File: src/hdl/sbc_div.sv
// sbc_div: pipelined restoring divider for one slab time, one quotient bit
// per stage, with an up-front overflow flag.
// Depends on nothing; widths come from the instantiating level.
module sbc_div #(
  parameter int A_W = 25,
  parameter int B_W = 39,
  parameter int Q_W = 19,
  parameter int SH  = 13
) (
  input  logic           clk,
  input  logic           en,
  input  logic [A_W-1:0] a,
  input  logic [B_W-1:0] b,
  output logic [Q_W-1:0] q,
  output logic           sat
);

  localparam int R_W = B_W + 1;

  logic [R_W-1:0] r  [Q_W];
  logic [B_W-1:0] dv [Q_W];
  logic [Q_W-1:0] qp [Q_W+1];
  logic           sp [Q_W+1];
  logic [R_W-1:0] r_init;

  // align the dividend; overflow when the quotient would not fit in Q_W bits
  assign r_init = R_W'({a, {SH{1'b0}}});

  always_ff @(posedge clk) begin
    if (en) begin
      r[0]  <= r_init;
      dv[0] <= b;
      qp[0] <= '0;
      sp[0] <= (r_init >= R_W'(b));
    end
  end

  // one restoring step per stage
  for (genvar i = 0; i < Q_W; i++) begin : g_step
    logic [R_W-1:0] rs;
    logic [R_W-1:0] df;
    logic           ge;

    assign rs = {r[i][R_W-2:0], 1'b0};
    assign ge = (rs >= {1'b0, dv[i]});
    assign df = rs - {1'b0, dv[i]};

    always_ff @(posedge clk) begin
      if (en) begin
        qp[i+1] <= {qp[i][Q_W-2:0], ge};
        sp[i+1] <= sp[i];
      end
    end

    if (i < Q_W - 1) begin : g_fwd
      always_ff @(posedge clk) begin
        if (en) begin
          r[i+1]  <= ge ? df : rs;
          dv[i+1] <= dv[i];
        end
      end
    end
  end

  assign q   = qp[Q_W];
  assign sat = sp[Q_W];

endmodule

File: config.mk
export PLATFORM = sky130hd
export DESIGN_NAME = sbc_div
export DESIGN_NICKNAME = d
export VERILOG_FILES = /design/src/hdl/sbc_div.sv
export SDC_FILE = /design/constraint.sdc
export NUM_CORES = 2
export LEC_CHECK = 0
export ABC_AREA = 0
export BUFFER_PORTS_ARGS = -buffer_cell sky130_fd_sc_hd__buf_4
export CAP_MARGIN = 25
export CORE_MARGIN = 8
export CORE_UTILIZATION = 65
export CTS_CLUSTER_DIAMETER = 40
export DETAILED_ROUTE_END_ITERATION = 10
export PLACE_DENSITY = 0.78
export SLEW_MARGIN = 20
export SYNTH_ARGS = -nofsm -noshare
export SYNTH_HDL_FRONTEND = slang
export SYNTH_SLANG_ARGS = --single-unit
File: constraint.sdc
create_clock -name clk -period 4.65 [get_ports clk]
set_input_delay 0.93 -clock clk [delete_from_list [all_inputs] [get_ports clk]]
set_output_delay 0.93 -clock clk [all_outputs]
set_load 0.01 [all_outputs]
* Word level (Yosys, flattened, before mapping)
Memories as Yosys holds them, arrays and structs flattened. Cells that the tools add are included. Widths: inputs -> output; s select.
Cells by class: add/subtract/negate cells 18, mux-type cells 20, order comparisons 20
Operator list (count):
- $ge 40x39->1 | 19
- $mux 40 | 18
- $sub 40x39->40 | 18
- $ge 38x39->1 | 1
- $mux 1 | 2
Word-level totals: word-level logic and storage cells 62, output and inout bits 20, memories kept 4, register bits 0, bits of input ports 66, RAM bits 1901
Memories:
- r | words 19, width 40, rd ports 19, clocked after Yosys merged registers in 0, write ports 19, RTL line 20 | logic [R_W-1:0] r [Q_W];
- dv | words 19, width 39, rd ports 19, clocked after Yosys merged registers in 0, write ports 19, RTL line 21 | logic [B_W-1:0] dv [Q_W];
- qp | words 20, width 19, rd ports 20, clocked after Yosys merged registers in 0, write ports 20, RTL line 22 | logic [Q_W-1:0] qp [Q_W+1];
- sp | words 20, width 1, rd ports 20, clocked after Yosys merged registers in 0, write ports 20, RTL line 23 | logic sp [Q_W+1];

* Logic depth before layout (Yosys ltp)
An unclocked memory read counts as a cell.
depth after elaboration 3, mapped depth 15, gate-level depth less buffers 12

* Worst setup path after synthesis
No wires, ideal clock.
kind register -> register, start mem r[12][0] in the netlist's numbering, end mem r[13][10] in the netlist's numbering (data pin), clock period less this slack 3658 ps, library setup time 260 ps, cell stages (with the launch flop) 14, arrival 3397 ps, setup slack 992 ps, cell sequence edfxtp_1 fa_1 a211oi_2 o21ai_0 o211ai_1 a21oi_2 o31ai_4 o31ai_2 o41ai_4 a21oi_1 or4b_1 buf_2 buf_6 mux2_4
RTL lines (RTL line):
- start, declared | 20

==> metrics <==
outcome=complete, no violations; EDFF count, synth=1,678; max-cap viol count=0; Simple-Gate Fraction of Synth Area=8.93%; RSZ-0062 raised after global routing=no; Final TNS setup=0 ns; Register Area=50,400 um^2; vias in the first global route=72,500; first-pass GRT wire length=372 mm; core area=152,000 um^2; NumNets Final=10,000; Finish-stage setup viols=0; mean post-synth cell area=11.0 um^2; CP Max Fanout=40; post-synthesis mux area share=4.35%; area delta synth->final=12.6%; largest family of logic cells by synthesized area=compound AO/OA/AOI/OAI gates; largest net degree at the start of global routing=110; multi-input logic area=44,100 um^2; routed via count=69,800; post-synthesis xor/xnor area fraction=5.44%; CTS tree=built; Switching Fraction=38.1%; Arr. time, crit path=4.95 ns; routed vias/inst=6.09; cell taking the most area after synthesis=edfxtp_1; Pwr Density=745 nW/um^2; # H-tree levels=4; Period minus WS final=4.38 ns; worst slew pin tran=1.04 ns; IO Port Bufs=85; First-pass DRT Iterations=8; wirelength, routed=236 mm; pins over their slew limit=0; num rows=143; syn nets=9,793; post-synthesis cell type count=99; die footprint=165,000 um^2; GRT overflow=0; Synth Area in Adders=9.87%; CP Launch Type=flip-flop; sequential fraction of the synthesis area=51.0%; Max IR drop VDD=0.483 mV; clock-pin slew on the worst setup and hold paths=0.06 ns; fillers=10,100; Clock power frac=22.7%; synth cell count leaders=edfxtp_1 (1,678), inv_1 (928), a21oi_1 (780); total track usage=28.3%; hold_buf cts=0; sequential power share=30.2%; Bufs on Longest Clock Path=3; reg2reg setup slack=0.27 ns; Hold Violations, Final=0; gpl congestion=0.995; WHS=0.235 ns; Starting Density=65.2%; CTS Sinks=1,678; fin util=73.4%; Synth Cell Area=98,800 um^2; post-synthesis compound-gate area fraction=15.9%; Die X=406 um; Internal=51.4 mW; post-detail-place hpwl=180 mm; FMAX=0.228 GHz; Synth area leaders=edfxtp_1 (51%), ha_1 (9.5%), a21oi_1 (4.0%), mux2_2 (3.7%), inv_1 (3.5%); Rel. slew slack=30.4%; Post-DRT Antenna Nets=0; combinational power share=47.1%; YS warnings=0; number of synthesized register bits=1,678; cts bufs inserted=239; most frequent cell after synthesis=edfxtp_1; Clock Tree Root=clkbuf_16; Critical Path RT=5.22 ns; clk_lat worst skew=0.87 ns; Die Span Y=406 um; skew final=0.0541 ns; Hold/Removal Path Class=primary input to flip-flop; Setup crit end kind=flip-flop; Cells after Synth=8,958; share of cells above drive strength 1=11.7%; Synth top area share=51.0%; CP Class=flip-flop to flip-flop; Final period util=94.2%; WL/cell=20.6 um; DRT iter0 DRCs=4,323; initial antenna violation count=2; P_sw=31.6 mW; IO Count=86; drt drc=0; top_reg_cell synth=edfxtp_1; Post-synth ARST share=0%; P_leak=46.6 nW
## layer usage
layer,share of wire [%],vias up,global-route usage [%]
met3,3.7,843,3.75
met4,8.1,0,20.0
met5,0,-,0
met2,55,2230,55.9
li1,-,33500,-
met1,33,33200,26.2
## repair_timing
| action | 4_1_cts | 5_1_grt |
|---|---|---|
| endpoints found under the setup margin | 0 | 38 |
| gates resized for setup | 0 | 1 |
| buffers inserted | 0 | 0 |
## path summary, 6_finish.rpt
check	startpoint	cells past startpoint	end
max reg2reg	r[12][0]	12	r[13][25]
min	b[7]	1	dv[0][7]
min reg2reg	qp[12][2]	0	qp[13][3]
max	r[12][0]	12	r[13][25]
## metrics by stage
step	total power, mW	area, um^2	std cells	setup slack, ns
after floorplan	53.2	98800	8958	0.992
after global placement	62.4	103000	11000	0.201
after detailed placement	63.5	103000	11000	0.224
after CTS	82.7	111000	11500	0.182
after global routing	87.9	111000	11500	0.0798
final	83.0	111000	11500	0.271
## cell families (layout without fill, tap and decap cells)
kind of cell	Yosys count	count (layout)
other cells	0	2
mux	370	370
xor+xnor	614	614
fa+ha+maj	769	769
simple gates	1881	1881
buf+inv	1165	1629
flops	1678	1678
compound gates	2481	2481
## layout make-up
type                    instances  share of cell area, %
flip-flops and latches       1678                   45.3
multi-input cells            6115                   39.6
clock buffers                 254                   5.42
inverters                     929                   3.13
well taps                    2030                   2.28
clock inverters               200                   2.23
repair buffers                246                   2.06
diodes                          2                0.00450
## sequential cells by signal, indices dropped and copies added, names as in the netlist
name  count
dv      741
qp      190
r       727
sp       20
## power by group through the flow
| stage | combinational, mW | sequential (mW) | clock, mW |
|---|---|---|---|
| 2_1_floorplan | 29.0 | 24.3 | 0 |
| 3_3_place_gp | 37.3 | 25.2 | 0 |
| 3_5_place_dp | 38.3 | 25.3 | 0 |
| 4_1_cts | 38.7 | 25.0 | 19.0 |
| 5_1_grt | 42.7 | 25.4 | 19.7 |
| 6_report | 39.1 | 25.1 | 18.8 |
## placed cells by master (no fill, tap or decap), types with 25 or more instances in the layout
cell type and count:
and3_1 59, o211ai_1 46, buf_4 210, nor2_1 518
ha_1 752, edfxtp_1 1678, o21bai_1 105, clkinvlp_4 26
nand2_1 598, nand2b_1 71, mux2_2 324, bufinv_16 33
a31oi_1 75, clkbuf_16 239, nor2b_1 81, o21ai_0 542
nand4_1 121, xnor2_1 360, inv_6 40, o21a_1 94
and2_1 56, o31ai_1 48, clkinv_2 26, a211oi_1 61
a211o_1 26, mux2_4 38, a21o_1 416, a21oi_1 777
inv_1 928, buf_12 34, or3_1 25, xor2_1 254
nand3_1 142, nor3_1 98
## critical path, cell delays in order, from the launching register on
cell and delay (ns):
edfxtp_1 0.47, fa_1 0.53, a211oi_2 0.27, o21ai_0 0.12
o211ai_1 0.21, a21oi_2 0.17, o31ai_4 0.43, o31ai_2 0.16
o41ai_4 0.38, a21oi_1 0.10, or4b_2 0.66, buf_12 0.23
mux2_4 0.33
(Power assumes the default switching activity.)
